## src/sv/ssfp_pkg.sv

```systemverilog
// Shared types, constants and helper functions of the sensor stream frame parser.
// Used by the controller, the datapath, the percentage divider and the top level.
// Depends on nothing else.
`default_nettype none

package ssfp_pkg;

  // Frame header byte.
  localparam logic [7:0] HDR_BYTE = 8'h13;

  // Known packet identifiers.
  localparam logic [7:0] ID_BUMPER   = 8'h07;
  localparam logic [7:0] ID_WALL     = 8'h08;
  localparam logic [7:0] ID_CHARGING = 8'h15;
  localparam logic [7:0] ID_CHARGE   = 8'h19;
  localparam logic [7:0] ID_CAPACITY = 8'h1A;
  localparam logic [7:0] ID_WALL_SIG = 8'h1B;
  localparam logic [7:0] ID_RIGHT    = 8'h29;
  localparam logic [7:0] ID_LEFT     = 8'h2A;

  // Percentage arithmetic.
  localparam int          PROD_W     = 23;
  localparam int          QUOT_W     = 8;
  localparam int          PCT_W      = 7;
  localparam logic [6:0]  PCT_SCALE  = 7'd100;
  localparam logic [7:0]  PCT_MAX    = 8'd100;

  // Stream widths.
  localparam int IN_DATA_W  = 8;
  localparam int OUT_DATA_W = 104;

  // Commands from the controller to the datapath.
  typedef struct packed {
    logic sum_load;
    logic sum_add;
    logic bl_load;
    logic bl_dec;
    logic id_load;
    logic hold_load;
    logic store_one;
    logic store_two;
    logic stage_copy;
    logic commit;
    logic div_start;
  } ssfp_cmd_t;

  // Status from the datapath to the controller.
  typedef struct packed {
    logic is_hdr;
    logic len_zero;
    logic id_ok;
    logic bl_last;
    logic cur_one;
    logic sum_ok;
    logic div_done;
  } ssfp_sts_t;

  // Number of data bytes carried by a packet id; zero for an unknown id.
  function automatic logic [1:0] pkt_size(input logic [7:0] id);
    logic [1:0] s;
    unique case (id)
      ID_BUMPER, ID_WALL, ID_CHARGING: s = 2'd1;
      ID_CHARGE, ID_CAPACITY, ID_WALL_SIG, ID_RIGHT, ID_LEFT: s = 2'd2;
      default: s = 2'd0;
    endcase
    return s;
  endfunction

endpackage

`default_nettype wire

```

## src/sv/ssfp_div.sv

```systemverilog
// Bit-serial percentage unit: floor(charge * 100 / capacity), saturated at 100.
// Uses constants from ssfp_pkg; instantiated by the datapath.
// Holds the committed percentage, which stays until the next good frame.
`default_nettype none

module ssfp_div
  import ssfp_pkg::*;
(
  input  wire logic              clk,
  input  wire logic              rst_n,
  input  wire logic              start,
  input  wire logic [15:0]       chg,
  input  wire logic [15:0]       cap,
  output logic                   done,
  output logic [PCT_W-1:0]       pct
);

  logic              busy_r,  busy_nxt;
  logic [2:0]        bit_r,   bit_nxt;
  logic [PROD_W-1:0] rem_r,   rem_nxt;
  logic [15:0]       cap_r,   cap_nxt;
  logic [QUOT_W-1:0] q_r,     q_nxt;
  logic              done_r,  done_nxt;
  logic [PCT_W-1:0]  pct_r,   pct_nxt;

  logic [PROD_W-1:0] trial;
  logic              ge;
  logic [QUOT_W-1:0] q_new;

  // One quotient bit per cycle, most significant first.
  always_comb begin
    trial = {{(PROD_W-16){1'b0}}, cap_r} << bit_r;
    ge    = (rem_r >= trial);
    q_new = q_r | ({{(QUOT_W-1){1'b0}}, ge} << bit_r);
  end

  always_comb begin
    busy_nxt = busy_r;
    bit_nxt  = bit_r;
    rem_nxt  = rem_r;
    cap_nxt  = cap_r;
    q_nxt    = q_r;
    done_nxt = 1'b0;
    pct_nxt  = pct_r;
    if (start) begin
      // The product is registered before the first compare.
      rem_nxt  = PROD_W'({7'd0, chg} * {16'd0, PCT_SCALE});
      cap_nxt  = cap;
      q_nxt    = '0;
      bit_nxt  = 3'd7;
      busy_nxt = 1'b1;
    end else if (busy_r) begin
      if (ge) begin
        rem_nxt = rem_r - trial;
      end
      q_nxt = q_new;
      if (bit_r == 3'd0) begin
        busy_nxt = 1'b0;
        done_nxt = 1'b1;
        // Any quotient of 128 or more has its top bit set and saturates too.
        if (cap_r == 16'd0) begin
          pct_nxt = '0;
        end else if (q_new > PCT_MAX) begin
          pct_nxt = PCT_MAX[PCT_W-1:0];
        end else begin
          pct_nxt = q_new[PCT_W-1:0];
        end
      end else begin
        bit_nxt = bit_r - 3'd1;
      end
    end
  end

  always_ff @(posedge clk) begin
    if (!rst_n) begin
      busy_r <= 1'b0;
      bit_r  <= '0;
      done_r <= 1'b0;
      pct_r  <= '0;
    end else begin
      busy_r <= busy_nxt;
      bit_r  <= bit_nxt;
      done_r <= done_nxt;
      pct_r  <= pct_nxt;
    end
  end

  // Working registers carry no reset.
  always_ff @(posedge clk) begin
    rem_r <= rem_nxt;
    cap_r <= cap_nxt;
    q_r   <= q_nxt;
  end

  assign done = done_r;
  assign pct  = pct_r;

endmodule

`default_nettype wire

```

## src/sv/ssfp_dp.sv

```systemverilog
// Datapath of the frame parser: checksum, byte count, staged and committed fields.
// Uses ssfp_pkg and instantiates ssfp_div for the charge percentage.
// Driven by ssfp_ctrl through the command struct; reports back through the status struct.
`default_nettype none

module ssfp_dp
  import ssfp_pkg::*;
(
  input  wire logic               clk,
  input  wire logic               rst_n,
  input  wire logic [7:0]         data_byte,
  input  wire ssfp_cmd_t          cmd,
  output ssfp_sts_t               sts,
  output logic [7:0]              bumper_bits,
  output logic                    wall_seen,
  output logic [7:0]              charge_mode,
  output logic [15:0]             battery_charge,
  output logic [15:0]             battery_capacity,
  output logic [PCT_W-1:0]        charge_percent,
  output logic [15:0]             wall_signal,
  output logic [15:0]             right_speed,
  output logic [15:0]             left_speed
);

  logic [7:0]  sum_r,  sum_nxt;
  logic [7:0]  bl_r,   bl_nxt;
  logic [7:0]  id_r,   id_nxt;
  logic [7:0]  hold_r, hold_nxt;

  // Staged fields of the frame in progress.
  logic [7:0]  sg_bump_r, sg_bump_nxt;
  logic        sg_wall_r, sg_wall_nxt;
  logic [7:0]  sg_chst_r, sg_chst_nxt;
  logic [15:0] sg_chg_r,  sg_chg_nxt;
  logic [15:0] sg_cap_r,  sg_cap_nxt;
  logic [15:0] sg_wpw_r,  sg_wpw_nxt;
  logic [15:0] sg_rgt_r,  sg_rgt_nxt;
  logic [15:0] sg_lft_r,  sg_lft_nxt;

  // Fields of the last valid frame.
  logic [7:0]  cm_bump_r, cm_bump_nxt;
  logic        cm_wall_r, cm_wall_nxt;
  logic [7:0]  cm_chst_r, cm_chst_nxt;
  logic [15:0] cm_chg_r,  cm_chg_nxt;
  logic [15:0] cm_cap_r,  cm_cap_nxt;
  logic [15:0] cm_wpw_r,  cm_wpw_nxt;
  logic [15:0] cm_rgt_r,  cm_rgt_nxt;
  logic [15:0] cm_lft_r,  cm_lft_nxt;

  logic [1:0]  in_size;
  logic [7:0]  bl_m1;
  logic [7:0]  sum_add;
  logic [15:0] word;
  logic        div_done;
  logic [PCT_W-1:0] div_pct;

  // Status decoding of the current byte and counters.
  always_comb begin
    in_size      = pkt_size(data_byte);
    bl_m1        = bl_r - 8'd1;
    sum_add      = sum_r + data_byte;
    word         = {hold_r, data_byte};
    sts.is_hdr   = (data_byte == HDR_BYTE);
    sts.len_zero = (data_byte == 8'd0);
    sts.id_ok    = (in_size != 2'd0) && ({6'd0, in_size} <= bl_m1);
    sts.bl_last  = (bl_r == 8'd1);
    sts.cur_one  = (pkt_size(id_r) == 2'd1);
    sts.sum_ok   = (sum_add == 8'd0);
    sts.div_done = div_done;
  end

  // Parsing counters.
  always_comb begin
    sum_nxt  = sum_r;
    bl_nxt   = bl_r;
    id_nxt   = id_r;
    hold_nxt = hold_r;
    if (cmd.sum_load) begin
      sum_nxt = HDR_BYTE;
    end else if (cmd.sum_add) begin
      sum_nxt = sum_add;
    end
    if (cmd.bl_load) begin
      bl_nxt = data_byte;
    end else if (cmd.bl_dec) begin
      bl_nxt = bl_m1;
    end
    if (cmd.id_load) begin
      id_nxt = data_byte;
    end
    if (cmd.hold_load) begin
      hold_nxt = data_byte;
    end
  end

  // Staging: copied from the committed set at a header, then updated per packet.
  always_comb begin
    sg_bump_nxt = sg_bump_r;
    sg_wall_nxt = sg_wall_r;
    sg_chst_nxt = sg_chst_r;
    sg_chg_nxt  = sg_chg_r;
    sg_cap_nxt  = sg_cap_r;
    sg_wpw_nxt  = sg_wpw_r;
    sg_rgt_nxt  = sg_rgt_r;
    sg_lft_nxt  = sg_lft_r;
    if (cmd.stage_copy) begin
      sg_bump_nxt = cm_bump_r;
      sg_wall_nxt = cm_wall_r;
      sg_chst_nxt = cm_chst_r;
      sg_chg_nxt  = cm_chg_r;
      sg_cap_nxt  = cm_cap_r;
      sg_wpw_nxt  = cm_wpw_r;
      sg_rgt_nxt  = cm_rgt_r;
      sg_lft_nxt  = cm_lft_r;
    end else if (cmd.store_one) begin
      unique case (id_r)
        ID_BUMPER:   sg_bump_nxt = data_byte;
        ID_WALL:     sg_wall_nxt = data_byte[0];
        ID_CHARGING: sg_chst_nxt = data_byte;
        default: ;
      endcase
    end else if (cmd.store_two) begin
      unique case (id_r)
        ID_CHARGE:   sg_chg_nxt = word;
        ID_CAPACITY: sg_cap_nxt = word;
        ID_WALL_SIG: sg_wpw_nxt = word;
        ID_RIGHT:    sg_rgt_nxt = word;
        ID_LEFT:     sg_lft_nxt = word;
        default: ;
      endcase
    end
  end

  // Commit on a good checksum.
  always_comb begin
    cm_bump_nxt = cm_bump_r;
    cm_wall_nxt = cm_wall_r;
    cm_chst_nxt = cm_chst_r;
    cm_chg_nxt  = cm_chg_r;
    cm_cap_nxt  = cm_cap_r;
    cm_wpw_nxt  = cm_wpw_r;
    cm_rgt_nxt  = cm_rgt_r;
    cm_lft_nxt  = cm_lft_r;
    if (cmd.commit) begin
      cm_bump_nxt = sg_bump_r;
      cm_wall_nxt = sg_wall_r;
      cm_chst_nxt = sg_chst_r;
      cm_chg_nxt  = sg_chg_r;
      cm_cap_nxt  = sg_cap_r;
      cm_wpw_nxt  = sg_wpw_r;
      cm_rgt_nxt  = sg_rgt_r;
      cm_lft_nxt  = sg_lft_r;
    end
  end

  always_ff @(posedge clk) begin
    if (!rst_n) begin
      sum_r     <= '0;
      bl_r      <= '0;
      id_r      <= '0;
      hold_r    <= '0;
      cm_bump_r <= '0;
      cm_wall_r <= 1'b0;
      cm_chst_r <= '0;
      cm_chg_r  <= '0;
      cm_cap_r  <= '0;
      cm_wpw_r  <= '0;
      cm_rgt_r  <= '0;
      cm_lft_r  <= '0;
    end else begin
      sum_r     <= sum_nxt;
      bl_r      <= bl_nxt;
      id_r      <= id_nxt;
      hold_r    <= hold_nxt;
      cm_bump_r <= cm_bump_nxt;
      cm_wall_r <= cm_wall_nxt;
      cm_chst_r <= cm_chst_nxt;
      cm_chg_r  <= cm_chg_nxt;
      cm_cap_r  <= cm_cap_nxt;
      cm_wpw_r  <= cm_wpw_nxt;
      cm_rgt_r  <= cm_rgt_nxt;
      cm_lft_r  <= cm_lft_nxt;
    end
  end

  // The staged set is always loaded at a header before use.
  always_ff @(posedge clk) begin
    sg_bump_r <= sg_bump_nxt;
    sg_wall_r <= sg_wall_nxt;
    sg_chst_r <= sg_chst_nxt;
    sg_chg_r  <= sg_chg_nxt;
    sg_cap_r  <= sg_cap_nxt;
    sg_wpw_r  <= sg_wpw_nxt;
    sg_rgt_r  <= sg_rgt_nxt;
    sg_lft_r  <= sg_lft_nxt;
  end

  // The percentage is worked out from the values being committed.
  ssfp_div u_div (
    .clk   (clk),
    .rst_n (rst_n),
    .start (cmd.div_start),
    .chg   (sg_chg_r),
    .cap   (sg_cap_r),
    .done  (div_done),
    .pct   (div_pct)
  );

  assign bumper_bits      = cm_bump_r;
  assign wall_seen        = cm_wall_r;
  assign charge_mode      = cm_chst_r;
  assign battery_charge   = cm_chg_r;
  assign battery_capacity = cm_cap_r;
  assign charge_percent   = div_pct;
  assign wall_signal      = cm_wpw_r;
  assign right_speed      = cm_rgt_r;
  assign left_speed       = cm_lft_r;

endmodule

`default_nettype wire

```

## src/sv/ssfp_ctrl.sv

```systemverilog
// Controller of the frame parser: frame state machine and result handshake.
// Uses ssfp_pkg; drives ssfp_dp through the command struct.
// Holds the output valid flag and the frame-good flag of the pending result.
`default_nettype none

module ssfp_ctrl
  import ssfp_pkg::*;
(
  input  wire logic      clk,
  input  wire logic      rst_n,
  input  wire logic      in_tvalid,
  output logic           in_tready,
  output logic           out_tvalid,
  input  wire logic      out_tready,
  output logic           frame_ok,
  input  wire ssfp_sts_t sts,
  output ssfp_cmd_t      cmd
);

  typedef enum logic [3:0] {
    S_HEADER,
    S_LENGTH,
    S_ID,
    S_DATA1,
    S_DATA2,
    S_SKIP,
    S_CHK_GOOD,
    S_CHK_BAD,
    S_PCT
  } state_t;

  state_t state_r, state_nxt;
  logic   out_valid_r, out_valid_nxt;
  logic   ok_r, ok_nxt;
  logic   is_chk;
  logic   out_busy;
  logic   acc;

  // A checksum byte waits while an earlier result is still untaken.
  always_comb begin
    is_chk    = (state_r == S_CHK_GOOD) || (state_r == S_CHK_BAD);
    out_busy  = out_valid_r && !out_tready;
    in_tready = (state_r != S_PCT) && !(is_chk && out_busy);
    acc       = in_tvalid && in_tready;
  end

  // Next state and commands.
  always_comb begin
    state_nxt     = state_r;
    out_valid_nxt = out_valid_r && !out_tready;
    ok_nxt        = ok_r;
    cmd           = '0;
    unique case (state_r)
      S_HEADER: begin
        if (acc && sts.is_hdr) begin
          cmd.sum_load   = 1'b1;
          cmd.stage_copy = 1'b1;
          state_nxt      = S_LENGTH;
        end
      end
      S_LENGTH: begin
        if (acc) begin
          cmd.sum_add = 1'b1;
          cmd.bl_load = 1'b1;
          state_nxt   = sts.len_zero ? S_CHK_GOOD : S_ID;
        end
      end
      S_ID: begin
        if (acc) begin
          cmd.sum_add = 1'b1;
          cmd.bl_dec  = 1'b1;
          cmd.id_load = 1'b1;
          if (sts.id_ok) begin
            state_nxt = S_DATA1;
          end else begin
            state_nxt = sts.bl_last ? S_CHK_BAD : S_SKIP;
          end
        end
      end
      S_DATA1: begin
        if (acc) begin
          cmd.sum_add = 1'b1;
          cmd.bl_dec  = 1'b1;
          if (sts.cur_one) begin
            cmd.store_one = 1'b1;
            state_nxt     = sts.bl_last ? S_CHK_GOOD : S_ID;
          end else begin
            cmd.hold_load = 1'b1;
            state_nxt     = S_DATA2;
          end
        end
      end
      S_DATA2: begin
        if (acc) begin
          cmd.sum_add   = 1'b1;
          cmd.bl_dec    = 1'b1;
          cmd.store_two = 1'b1;
          state_nxt     = sts.bl_last ? S_CHK_GOOD : S_ID;
        end
      end
      S_SKIP: begin
        if (acc) begin
          cmd.sum_add = 1'b1;
          cmd.bl_dec  = 1'b1;
          if (sts.bl_last) begin
            state_nxt = S_CHK_BAD;
          end
        end
      end
      S_CHK_GOOD: begin
        if (acc) begin
          if (sts.sum_ok) begin
            cmd.commit    = 1'b1;
            cmd.div_start = 1'b1;
            state_nxt     = S_PCT;
          end else begin
            out_valid_nxt = 1'b1;
            ok_nxt        = 1'b0;
            state_nxt     = S_HEADER;
          end
        end
      end
      S_CHK_BAD: begin
        if (acc) begin
          out_valid_nxt = 1'b1;
          ok_nxt        = 1'b0;
          state_nxt     = S_HEADER;
        end
      end
      S_PCT: begin
        // The result is shown once the percentage is in place.
        if (sts.div_done) begin
          out_valid_nxt = 1'b1;
          ok_nxt        = 1'b1;
          state_nxt     = S_HEADER;
        end
      end
      default: begin
        state_nxt = S_HEADER;
      end
    endcase
  end

  always_ff @(posedge clk) begin
    if (!rst_n) begin
      state_r     <= S_HEADER;
      out_valid_r <= 1'b0;
      ok_r        <= 1'b0;
    end else begin
      state_r     <= state_nxt;
      out_valid_r <= out_valid_nxt;
      ok_r        <= ok_nxt;
    end
  end

  assign out_tvalid = out_valid_r;
  assign frame_ok   = ok_r;

endmodule

`default_nettype wire

```

## src/sv/sensor_stream_frame_parser.sv

```systemverilog
// Top level of the sensor stream frame parser.
// Uses ssfp_pkg and instantiates ssfp_ctrl and ssfp_dp (which holds ssfp_div).
`default_nettype none

// Takes a sensor stream one byte per item: header 0x13, a length byte counting
// the bytes up to the checksum, packet-id/data groups, then a checksum byte that
// makes the frame's byte sum zero mod 256. Each checksum byte gives one result;
// frame_ok (in out_tuser) tells whether the frame was good, and the other fields
// always show the last good frame (zero before the first). After the checksum byte
// of a good frame the input stalls while the bit-serial divider forms the charge
// percentage, one quotient bit per cycle after a registered multiply. A checksum
// byte is also held off while the previous result is still waiting at the output;
// other bytes are not.

module sensor_stream_frame_parser
  import ssfp_pkg::*;
(
  input  wire logic                  clk,
  input  wire logic                  rst_n,
  input  wire logic                  in_tvalid,
  output logic                       in_tready,
  // data_byte [7:0]
  input  wire logic [IN_DATA_W-1:0]  in_tdata,
  output logic                       out_tvalid,
  input  wire logic                  out_tready,
  // bumper_bits [7:0], wall_seen [8], charge_mode [16:9],
  // battery_charge [32:17], battery_capacity [48:33], charge_percent [55:49],
  // wall_signal [71:56], right_speed [87:72], left_speed [103:88]
  output logic [OUT_DATA_W-1:0]      out_tdata,
  // frame_ok [0]
  output logic                       out_tuser
);

  ssfp_cmd_t        cmd;
  ssfp_sts_t        sts;
  logic [7:0]       bumper_bits;
  logic             wall_seen;
  logic [7:0]       charge_mode;
  logic [15:0]      battery_charge;
  logic [15:0]      battery_capacity;
  logic [PCT_W-1:0] charge_percent;
  logic [15:0]      wall_signal;
  logic [15:0]      right_speed;
  logic [15:0]      left_speed;

  ssfp_ctrl u_ctrl (
    .clk        (clk),
    .rst_n      (rst_n),
    .in_tvalid  (in_tvalid),
    .in_tready  (in_tready),
    .out_tvalid (out_tvalid),
    .out_tready (out_tready),
    .frame_ok   (out_tuser),
    .sts        (sts),
    .cmd        (cmd)
  );

  ssfp_dp u_dp (
    .clk              (clk),
    .rst_n            (rst_n),
    .data_byte        (in_tdata),
    .cmd              (cmd),
    .sts              (sts),
    .bumper_bits      (bumper_bits),
    .wall_seen        (wall_seen),
    .charge_mode      (charge_mode),
    .battery_charge   (battery_charge),
    .battery_capacity (battery_capacity),
    .charge_percent   (charge_percent),
    .wall_signal      (wall_signal),
    .right_speed      (right_speed),
    .left_speed       (left_speed)
  );

  // Result fields packed from the lowest bit up.
  assign out_tdata = {left_speed, right_speed, wall_signal, charge_percent,
                      battery_capacity, battery_charge, charge_mode,
                      wall_seen, bumper_bits};

endmodule

`default_nettype wire

```

## config.mk

```make
export PLATFORM = sky130hd
export DESIGN_NAME = sensor_stream_frame_parser
export DESIGN_NICKNAME = d
export VERILOG_FILES = /design/src/sv/ssfp_pkg.sv /design/src/sv/ssfp_div.sv /design/src/sv/ssfp_dp.sv /design/src/sv/ssfp_ctrl.sv /design/src/sv/sensor_stream_frame_parser.sv
export SDC_FILE = /design/constraint.sdc
export NUM_CORES = 1
export LEC_CHECK = 0
export BUFFER_PORTS_ARGS = -buffer_cell sky130_fd_sc_hd__buf_2
export CAP_MARGIN = 20
export CORE_ASPECT_RATIO = 0.7
export CORE_MARGIN = 3
export CORE_UTILIZATION = 55
export DETAILED_ROUTE_END_ITERATION = 8
export PLACE_DENSITY = 0.76
export SYNTH_ARGS = -nofsm -noshare
export SYNTH_HDL_FRONTEND = slang
export SYNTH_SLANG_ARGS = --single-unit
```

## constraint.sdc

```tcl
create_clock -name clk -period 3.95 [get_ports clk]
set_input_delay 0.9875 -clock clk [delete_from_list [all_inputs] [get_ports clk]]
set_output_delay 0.9875 -clock clk [all_outputs]
set_load 0.05 [all_outputs]
```

# --- Word-level counts from Yosys, hierarchy flattened ---
# Index checks and enable logic that the tools add are counted.
word_totals:
  register_bits: 291
  elab_cells: 229
classes:
  n_addsub: 4
  mul: 1
  magnitude_cmp: 3
  eq_ne: 41
  n_shift: 2
  mux: 90
  bitwise: 4
  n_reduce_logical: 52
op_table:
  columns: ["operator", "count"]
  rows:
  - ["two-way mux 16 bit", 20]
  - ["== test 8 x 5 -> 1 bit, second input constant", 9]
  - ["two-way mux 23 bit", 3]
  - ["two-way mux 8 bit", 8]
  - ["two-way mux 4 bit", 13]
  - ["case mux 4 bit (9 select lines)", 1]
  - ["== test 8 x 6 -> 1 bit, second input constant", 4]
  - ["nonzero test 2 bit", 15]
  - ["greater-or-equal comparator 23 bit", 1]
  - ["two-way mux 1 bit", 23]
  - ["left shift 16 x 3 -> 23 bit", 1]
  - ["subtractor 23 bit", 1]
  - ["multiplier 16 x 5 -> 21 bit, second input constant", 1]
  - ["!= test 2 x 1 -> 1 bit, second input constant", 10]
  - ["AND reduction 3 bit", 6]
  - ["== test 4 x 3 -> 1 bit, second input constant", 4]
  - ["== test 8 x 3 -> 1 bit, second input constant", 2]
  - ["== test 8 x 4 -> 1 bit, second input constant", 2]
  - ["zero test 16 bit", 1]
  - ["zero test 8 bit", 2]
  - ["two-way mux 3 bit", 5]
  - ["two-way mux 2 bit", 7]
  - ["two-way mux 7 bit", 2]
  - ["AND reduction 2 bit", 6]
  - ["31 further kinds", 50]

# --- Logic depth before layout (Yosys ltp) ---
# Gate-level depths: netlist of run 1.
logic_depth:
  word_depth: 11
  mapped_depth: 18

# --- Cells and area by module ---
# From an unflattened synthesis of run 1, not the netlist that was laid out.
unflattened:
  hier_cells: 1553
  area_unflattened_um2: 15643.8
by_module_without_submodules:
  columns: ["mod", "instances", "cells_per_inst", "area_each_um2"]
  rows:
  - ["ssfp_dp", 1, 883, 9502.9]
  - ["ssfp_div", 1, 593, 5516.5]
  - ["ssfp_ctrl", 1, 76, 616.8]
  - ["sensor_stream_frame_parser", 1, 1, 7.5]

# --- Worst setup path after synthesis of run 1 ---
# Ideal clock, no wire load.
synth_path:
  kind: "input port to flip-flop"
  startpoint: "input port out_tready"
  endpoint: "register u_dp.sg_wpw_r[0], enable pin"
  setup_ps: 411
  t_arrival_ps: 3781
  setup_slack_ps: -242
  stages: 7
  path_cell_list: "nor2b_1 > a21oi_1 > and2_1 > clkbuf_1 > and3_1 > nand3_1 > o21ai_0"
synth_between:
  elab_chain_cells: 11
  word_cells_on_any_way: 17
  classes_between: "eq/ne (1); mux (6); reduce/logical (10)"
synth_lines:
  columns: ["element", "line", "text"]
  rows:
  - ["from (decl)", "sensor_stream_frame_parser.sv:25", "input wire logic out_tready,"]
  - ["zero test 1 bit (*)", "ssfp_ctrl.sv:42", "out_busy = out_valid_r && !out_tready;"]
  - ["logical AND 1 bit (*)", "ssfp_ctrl.sv:42", null]
  - ["logical AND 1 bit (*)", "ssfp_ctrl.sv:43", "in_tready = (state_r != S_PCT) && !(is_chk && out_busy);"]
  - ["zero test 1 bit (*)", "ssfp_ctrl.sv:43", null]
  - ["logical AND 1 bit (*)", "ssfp_ctrl.sv:43", null]
  - ["via in_tready", "sensor_stream_frame_parser.sv:21", "output logic in_tready,"]
  - ["logical AND 1 bit (*)", "ssfp_ctrl.sv:44", "acc = in_tvalid && in_tready;"]
  - ["logical AND 1 bit", "ssfp_ctrl.sv:55", "if (acc && sts.is_hdr) begin"]
  - ["two-way mux 1 bit", "ssfp_ctrl.sv:55", null]
  - ["two-way mux 1 bit", "ssfp_ctrl.sv:53", "unique case (state_r)"]
  - ["!= test 2 bit (no source line) or nonzero test 2 bit (tied branches)", null, null]
  - ["AND reduction 3 bit (no source line) (*)", null, null]
  - ["to (signal assigned)", "ssfp_dp.sv:193", "sg_wpw_r <= sg_wpw_nxt;"]
  - ["to (decl)", "ssfp_dp.sv:36", "logic [15:0] sg_wpw_r, sg_wpw_nxt;"]
# Mark *: on every way through the listed nets, which the timed path passes. The rest lies on a longest branch.
# A chain may end at the register's enable or synchronous reset.

# --- Worst setup path in the final report of run 1 ---
layout_path:
  startpoint: "register u_dp.sg_chg_r[2]"
  endpoint: "register u_dp.u_div.rem_r[22], data pin"
layout_between:
  elab_chain_cells: 2
layout_lines:
  columns: ["element", "line", "text"]
  rows:
  - ["from (decl)", "ssfp_dp.sv:34", "logic [15:0] sg_chg_r, sg_chg_nxt;"]
  - ["from (signal assigned)", "ssfp_dp.sv:191", "sg_chg_r <= sg_chg_nxt;"]
  - ["multiplier 16 x 5 -> 21 bit", "ssfp_div.sv:47", "rem_nxt = PROD_W'({7'd0, chg} * {16'd0, PCT_SCALE});"]
  - ["two-way mux 23 bit", "ssfp_div.sv:45", "if (start) begin"]
  - ["via u_dp.u_div.rem_nxt[22]", "ssfp_div.sv:20", "logic [PROD_W-1:0] rem_r, rem_nxt;"]
  - ["to (signal assigned)", "ssfp_div.sv:90", "rem_r <= rem_nxt;"]
  - ["to (decl)", "ssfp_div.sv:20", null]
# The timed path passes the listed nets, and every way through them passes these cells.

==> qor.tcl, run 1 <==
set qor(drv_cap) 0
set qor(final_max_tran_viols) 0
set qor(final_min_period_over_clock_period) 0.966
set qor(placeable_area_sq_um) 27000
set qor(outcome) {finished, final reports clean}
set qor(syn-mean-instance-area_sq_um) 9.31
set qor(antenna_found_initial) 0
set qor(top_level_ports) 119
set qor(vias_per_cell) 5.85
set qor(crit_type) {reg2reg}
set qor(numPortBuffers) 118
set qor(worst_path_arrival_time_ps) 4140
set qor(routabilityCongestion) 0.920
set qor(detail_route.wirelength_mm) 41.3
set qor(layoutNonFillerInstCount) 2138
set qor(root_buffer) {sky130_fd_sc_hd__clkbuf_16}
set qor(synth_nets) 1755
set qor(dpl-instance-area_sq_um) 16400
set qor(tritoncts) {built}
set qor(period_minus_slack_ps) 3820
set qor(number_of_inserted_filler_cells_in_the_final_layout) 2220
set qor(largest_register_by_flop_count) {u_dp.u_div.rem_r}
set qor(timing.critical_path.slowest_cell_delay_ps) 490
set qor(timing.hold.worst.class) {reg2reg}
set qor(drtIter0Drc) 1092
set qor(worst_clock_skew_ps) 19.3
set qor(grt_pass1_wl_mm) 64.6
set qor(power.static_leakage_uw) 0.00716
set qor(synth_seq_area_share) 0.469
set qor(syn2layout_area_growth_pct) 13.9
set qor(drt_first_pass_iters) 5
set qor(crit_path_cell_trace) {ha_1 -> ha_1 -> inv_1 -> fa_1 -> inv_1 -> ha_1 -> a211oi_1 -> o21ai_1 -> a311o_1 -> nand4_1 -> and4_1 -> nor3_1 -> xnor2_1 -> a22o_1}
set qor(synth_edf_count) 134
set qor(post-dp-hpwl_mm) 28.6
set qor(startpoint_type) {flip-flop}
set qor(dpl.cell_count) 2085
set qor(post-route-drc-count) 0
set qor(yosys_warnings) 0
set qor(ir_drop_mv) 0.327
set qor(slowest_stage) {sky130_fd_sc_hd__fa_1}
set qor(timing.rr.start) {u_dp.sg_chg_r[2]}
set qor(synth_cells) 1641
set qor(cts.sinks) 291
set qor(cts_buffer_depth) 3
set qor(syn_area_sq_um) 15300
set qor(critPathLaunch) {u_dp.sg_chg_r[2]}
set qor(routedWlPerCell_microns) 19.3
set qor(die_width_microns) 205
set qor(mostFrequentLayoutCells) {402 x sky130_fd_sc_hd__nand2_1, 157 x sky130_fd_sc_hd__dfxtp_1, 155 x sky130_fd_sc_hd__a21oi_1}
set qor(holdCritStartpoint) {u_dp.sg_cap_r[13]}
set qor(drive_gt1_frac) 0.149
set qor(ctsHoldBuffers) 0
set qor(clkTransAtPathRegs_ps) 60
set qor(num_vias) 12500
set qor(rsz0062_at_grt) {false}
set qor(die_h_microns) 145
set qor(drt.antenna.violating_nets) 0
set qor(top_flip_flop_cell_by_instance_count_after_synthesis) {sky130_fd_sc_hd__dfxtp_1}
set qor(h_tree_lvl_count) 1
set qor(floorplan.rows) 50
set qor(place_ws_ps) 31.0
set qor(post_layout_net_count) 1866
set qor(cp_max_fo) 5
set qor(final_critical_path_setup_slack_ps) 133
set qor(cts_buffer_count) 28
set qor(finalSetupViolCount) 0
set qor(largest_reg_flops) 23
set qor(synth.ff_latch_count) 291
set qor(path_common_cell) {sky130_fd_sc_hd__ha_1}
set qor(worst_pin_slew_ps) 698
set qor(layout_commonest_cell) {sky130_fd_sc_hd__nand2_1}
set qor(die-area_sq_um) 29900
set qor(synthDistinctLibCells) 78
set qor(grt_remaining_overflow) 0
set qor(floorplan.initialDensity) 0.565
set qor(async_flop_share) 0
set qor(finalHoldViolCount) 0
set qor(n_antenna_cell) 0
set qor(global_route_total_usage_across_every_layer) 0.269
set qor(endpoint_kind) {flip-flop}
set qor(finalCoreUtilization) 0.644
set qor(hold-worst-slack_ps) 448
set qor(grt_pass1_vias) 11700
set qor(slew_limit_headroom) 0.534
set qor(fmax_mhz) 262
set qor(grt_max_degree) 133
set qor(worstPathRequired_ps) 4270
set qor(power.density_nw_per_um2) 355
set qor(layout.cell_area.non_filler_sq_um) 17400
set qor(clk_latency_ps) 570
==> critical path: cells and delay by family, from the launching register on <==
family | cells | cell delay (ps)
fa+ha+maj | 4 | 1440
compound gates | 4 | 1100
flops | 1 | 440
simple gates | 3 | 380
xor+xnor | 1 | 130
buf+inv | 2 | 90
==> final timing paths <==
path / to / slack [ps] / cells after the start
max: u_dp.u_div.rem_r[22] / 130 / 14
min: u_dp.u_div.cap_r[13] / 450 / 0
max reg2reg: u_dp.u_div.rem_r[22] / 130 / 14
min reg2reg: u_dp.u_div.cap_r[13] / 450 / 0
==> through the flow <==
| step | power (uW) | TNS, ps |
|---|---|---|
| 2_1_floorplan | 3440 | -7560 |
| 3_3_place_gp | 3520 | 0 |
| 6_report | 6180 | 0 |
| 4_1_cts | 6200 | 0 |
| 3_5_place_dp | 3530 | 0 |
| 5_1_grt | 6360 | 0 |
==> Yosys cell counts, types with 13 or more instances <==
cell type,number,area [sq um]
sky130_fd_sc_hd__fa_1,13,260
sky130_fd_sc_hd__a21oi_1,155,776
sky130_fd_sc_hd__buf_2,27,135
sky130_fd_sc_hd__inv_1,73,274
sky130_fd_sc_hd__edfxtp_1,134,4020
sky130_fd_sc_hd__xnor2_1,24,210
sky130_fd_sc_hd__mux2i_1,35,350
sky130_fd_sc_hd__a31oi_1,20,125
sky130_fd_sc_hd__clkbuf_1,45,169
sky130_fd_sc_hd__a21o_1,48,360
sky130_fd_sc_hd__xor2_1,27,236
sky130_fd_sc_hd__nand2_1,402,1510
sky130_fd_sc_hd__nor2_1,73,274
sky130_fd_sc_hd__o21ai_0,48,240
sky130_fd_sc_hd__dfxtp_1,157,3140
sky130_fd_sc_hd__nand4_1,18,113
sky130_fd_sc_hd__ha_1,89,1110
sky130_fd_sc_hd__nor3_1,25,125
sky130_fd_sc_hd__nand3_1,16,80.1
==> layout make-up <==
type,count,area (sq um),area share
Clock buffer,38,810,0.0465
Clock inverter,14,128,0.00733
Inverter,74,280,0.0161
Multi-Input combinational cell,1187,7440,0.427
Sequential cell,291,7170,0.412
Tap cell,364,455,0.0262
Timing Repair Buffer,170,1130,0.0650
==> what timing repair did <==
action,in CTS,in global routing
setup endpoints to repair,0,15
buffers inserted,0,1
endpoints found under the hold margin,0,0
resized for setup,0,4
==> report_power, final <==
part	leakage (uW)	switching, uW	internal (uW)
sequential	0.00234	20.7	3150
clock	0.000469	1200	1520
combinational	0.00435	188	109
==> per-layer routing <==
metal / GRT usage / wire [microns]
met1: 0.393 / 18300
met2: 0.418 / 18800
met3: 0.0579 / 3440
met4: 0.0529 / 759
met5: 0 / 0
==> logic make-up after synthesis <==
| group | after synthesis | synth area share |
|---|---|---|
| compound gates | 370 | 0.152 |
| xor+xnor | 52 | 0.0309 |
| flops | 291 | 0.469 |
| simple gates | 619 | 0.177 |
| fa+ha+maj | 102 | 0.0899 |
| mux | 44 | 0.0355 |
| buf+inv | 163 | 0.0462 |
Note: power is estimated with default switching activity, not from simulation.
==> run 2: changes to the inputs <==
--- a/config.mk
+++ b/config.mk
@@ -5,6 +5,7 @@
 export SDC_FILE = /design/constraint.sdc
 export NUM_CORES = 1
 export LEC_CHECK = 0
+export ABC_AREA = 1
 export BUFFER_PORTS_ARGS = -buffer_cell sky130_fd_sc_hd__buf_2
 export CAP_MARGIN = 20
 export CORE_ASPECT_RATIO = 0.7
==> run 2 against run 1 <==
Compared with the run above:
- first-iteration DRC count increased by 22%
- clock power about the same
- hold slack got worse by 2.5 ps
- register-to-register slack improved by 140 ps
- final area increased by 1.6%
- sequential share of layout area decreased by 0.62 points
- combinational power increased by 100%
- critical endpoint is now u_dp.u_div.rem_r[19]
- largest cell class is now registers
==> qor.tcl, run 2 <==
set qor(outcome) {finished, final reports clean}
set qor(synth_largest_type_area_fraction) 0.261 ;# -0.00250
set qor(global_route_total_usage_across_every_layer) 0.273 ;# +0.00334
set qor(worst_clock_skew_ps) 18.8 ;# -0.483 ps
set qor(crit_path_cell_trace) {ha_1 -> ha_1 -> inv_1 -> fa_1 -> inv_1 -> ha_1 -> a21oi_1 -> a21boi_1 -> o21ai_1 -> a21boi_0 -> o21ai_1 -> nand3_1 -> nand2_1 -> xnor2_1 -> o21ai_1}
set qor(internal_power_uw) 4940 ;# +3.5%
set qor(tritoncts) {built}
set qor(top_flip_flop_cell_by_instance_count_after_synthesis) {sky130_fd_sc_hd__dfxtp_1}
set qor(dpl-instance-area_sq_um) 16600 ;# +1.2%
set qor(synthXorXnorAreaFrac) 0.0266 ;# -0.00427
set qor(synth_largest_area_cell) {sky130_fd_sc_hd__edfxtp_1}
set qor(clk_latency_ps) 560 ;# about the same
set qor(total_switching_power_uw) 1580 ;# +13%
set qor(power.density_nw_per_um2) 369 ;# +3.9%
set qor(die_h_microns) 146 ;# +0.46%
set qor(comb_power_share) 0.091 ;# +0.043
set qor(slew_limit_headroom) 0.336 ;# -0.198
set qor(antenna_found_initial) 0 ;# unchanged
set qor(synth_nets) 1901 ;# +8.3%
set qor(grt_remaining_overflow) 0 ;# unchanged
set qor(slowest_stage) {sky130_fd_sc_hd__fa_1}
set qor(power_frac_clock) 0.417 ;# -0.022
set qor(async_flop_share) 0 ;# unchanged
set qor(cp_max_fo) 4 ;# -1
set qor(drtIter0Drc) 1333 ;# +22%
set qor(die-area_sq_um) 30100 ;# +0.92%
set qor(drv_cap) 0 ;# unchanged
set qor(syn2layout_area_growth_pct) 14.7
set qor(synthDistinctLibCells) 60 ;# -23%
set qor(num_vias) 13100 ;# +4.9%
set qor(synth-compound-area-share) 0.191 ;# +0.0386
set qor(routabilityCongestion) 1.05 ;# +14%
set qor(floorplan.initialDensity) 0.568 ;# +0.00279
set qor(vias_per_cell) 5.64 ;# -3.5%
set qor(sw_frac_of_total) 0.243 ;# +0.0151
set qor(largest_register_by_flop_count) {u_dp.u_div.rem_r}
set qor(post-dp-hpwl_mm) 30.1 ;# +5.4%
set qor(drt_first_pass_iters) 5 ;# unchanged
set qor(worst_path_arrival_time_ps) 3980 ;# -160 ps
set qor(post-route-drc-count) 0 ;# unchanged
set qor(root_buffer) {sky130_fd_sc_hd__clkbuf_16}
set qor(grt_max_degree) 192 ;# +44%
set qor(synth_cells) 1787 ;# +8.9%
set qor(grt_pass1_vias) 12300 ;# +4.6%
set qor(syn_area_sq_um) 15400 ;# +0.96%
set qor(drt.antenna.violating_nets) 0 ;# unchanged
set qor(numPortBuffers) 118 ;# unchanged
set qor(yosysMostFrequentCell) {sky130_fd_sc_hd__inv_1}
set qor(post_layout_net_count) 2052 ;# +10%
set qor(routedWlPerCell_microns) 18.1 ;# -6.4%
set qor(worst_pin_slew_ps) 996 ;# +298 ps
set qor(pwr-share-seq) 0.491 ;# -0.022
set qor(worstPathRequired_ps) 4250 ;# -20 ps
set qor(final_max_tran_viols) 0 ;# unchanged
set qor(ir_drop_mv) 0.392 ;# +20%
set qor(floorplan.rows) 50 ;# unchanged
set qor(synth_top_cells_by_count) {282 x sky130_fd_sc_hd__inv_1, 256 x sky130_fd_sc_hd__nand2_1, 225 x sky130_fd_sc_hd__o21ai_0}
set qor(yosys_warnings) 0 ;# unchanged
set qor(top_level_ports) 119 ;# unchanged
set qor(synth_seq_area_share) 0.465 ;# -0.00445
set qor(rsz0062_at_grt) {false}
set qor(post_synth_main_area_contributors) {sky130_fd_sc_hd__edfxtp_1 26%, sky130_fd_sc_hd__dfxtp_1 20%, sky130_fd_sc_hd__o21ai_0 7.3%}
set qor(grt_pass1_wl_mm) 65.2 ;# +0.86%
set qor(cts_buffer_depth) 3 ;# unchanged
set qor(synthMuxAreaShare) 0.00195 ;# -0.0335
set qor(synth_fa_ha_area_frac) 0.0891 ;# -0.000853
set qor(timing.critical_path.slowest_cell_delay_ps) 490 ;# about the same
set qor(period_minus_slack_ps) 3680 ;# -136 ps
set qor(die_width_microns) 206 ;# +0.46%
set qor(finalCoreUtilization) 0.651 ;# +0.00731
set qor(endpoint_kind) {flip-flop}
set qor(drive_gt1_frac) 0.164 ;# +0.0155
set qor(finalSetupViolCount) 0 ;# unchanged
set qor(finalHoldViolCount) 0 ;# unchanged
set qor(timing.hold.worst.class) {reg2reg}
set qor(layout_commonest_cell) {sky130_fd_sc_hd__inv_1}
set qor(cts.sinks) 291 ;# unchanged
set qor(final_min_period_over_clock_period) 0.932 ;# -0.0345
set qor(layout.cell_area.non_filler_sq_um) 17700 ;# +1.6%
set qor(fmax_mhz) 272 ;# +3.7%
set qor(ctsHoldBuffers) 0 ;# unchanged
set qor(placeable_area_sq_um) 27200 ;# +0.46%
set qor(clkTransAtPathRegs_ps) 80 ;# +20 ps
set qor(power.static_leakage_uw) 0.00752 ;# +5.0%
set qor(n_antenna_cell) 0 ;# unchanged
set qor(h_tree_lvl_count) 1 ;# unchanged
set qor(synth_simple_gate_area_frac) 0.128 ;# -0.0490
set qor(detail_route.wirelength_mm) 42.0 ;# +1.7%
set qor(synth.ff_latch_count) 291 ;# unchanged
set qor(synth_edf_count) 134 ;# unchanged
set qor(startpoint_type) {flip-flop}
set qor(crit_type) {reg2reg}
set qor(largest_reg_flops) 23 ;# unchanged
set qor(cts_buffer_count) 28 ;# unchanged
set qor(syn-mean-instance-area_sq_um) 8.63 ;# -7.3%
set qor(mostFrequentLayoutCells) {280 x sky130_fd_sc_hd__inv_1, 256 x sky130_fd_sc_hd__nand2_1, 220 x sky130_fd_sc_hd__o21ai_0}
set qor(main_combinational_cell_family_by_area_after_synthesis) {compound AO/OA/AOI/OAI gates}
[run 2: cell types whose count changed after synthesis, sizes merged, moves of 11 or more]
cell,delta
a21oi,+16
o21ai,+239
nand2,-153
buf,-15
nor2,+34
nor3,-11
inv,+215
nand3,+27
mux2i,-32
a31oi,-16
a21o,-43
[run 2: routing by layer]
layer  global-route usage  vias to the layer above  routed length (microns)
met5                    0                        -                        0
met4               0.0678                        0                      996
met3               0.0649                       76                     4640
met2                0.389                      593                    17300
met1                0.417                     6154                    19100
li1                     -                     6288                        -
[run 2: kinds of logic (layout without fill, tap and decap cells)]
kind of cell	after synthesis	count (layout)
buffers and inverters	365	538
AND/OR/NAND/NOR	457	457
AO/OA/AOI/OAI	523	523
flip-flops	291	291
adder cells (fa/ha/maj)	102	102
XOR/XNOR	46	46
multiplexers	3	3
[run 2: stage by stage]
stage / hold slack (ps) / TNS [ps] / setup slack [ps] / cells / power, uW
after floorplan: 421 / -11330 / -354 / 1787 / 3700
after global placement: 431 / 0 / 114 / 2265 / 3830
after detailed placement: 431 / 0 / 73.2 / 2265 / 3850
after CTS: 445 / 0 / 122 / 2317 / 6540
after global routing: 468 / 0 / 0.815 / 2324 / 6750
final: 445 / 0 / 270 / 2324 / 6530
[run 2: path summary, 6_finish.rpt]
path	depth (start not counted)	startpoint	slack (ps)	end
worst max-delay path	15	u_dp.sg_chg_r[4]	270	u_dp.u_div.rem_r[19]
worst max register to register	15	u_dp.sg_chg_r[4]	270	u_dp.u_div.rem_r[19]
worst min register to register	0	u_dp.sg_cap_r[0]	450	u_dp.u_div.cap_r[0]
worst min-delay path	0	u_dp.sg_cap_r[0]	450	u_dp.u_div.cap_r[0]
[run 2: cell type report]
cell class	count	area, sq um
clock buffers	40	818
clock inverters	12	115
fillers	2249	9460
inverters	292	1110
multi-input cells	1131	6790
flip-flops and latches	291	7170
well taps	364	455
repair buffers	194	1230
[run 2: power groups by stage]
stage	registers [uW]	logic, uW	clock network (uW)
finish	3200	597	2720
detailed placement	3270	580	0
floorplan	3260	435	0
global placement	3270	565	0
global route	3210	665	2880
CTS	3200	584	2750
[run 2: repair_timing]
| action | 4_1_cts | 5_1_grt |
|---|---|---|
| setup endpoints to repair | 0 | 10 |
| buffers inserted | 0 | 6 |
| resized for setup | 0 | 16 |
[run 2: worst max-delay path: cells and delay by family, from the launching register on]
kind / cells / cell delay [ps]
adders and majority gates: 4 / 1450
AOI/OAI and AO/OA: 6 / 1110
DFF: 1 / 480
and+or+nand+nor: 2 / 150
buffers and inverters: 2 / 100
xor gates and xnor gates: 1 / 130
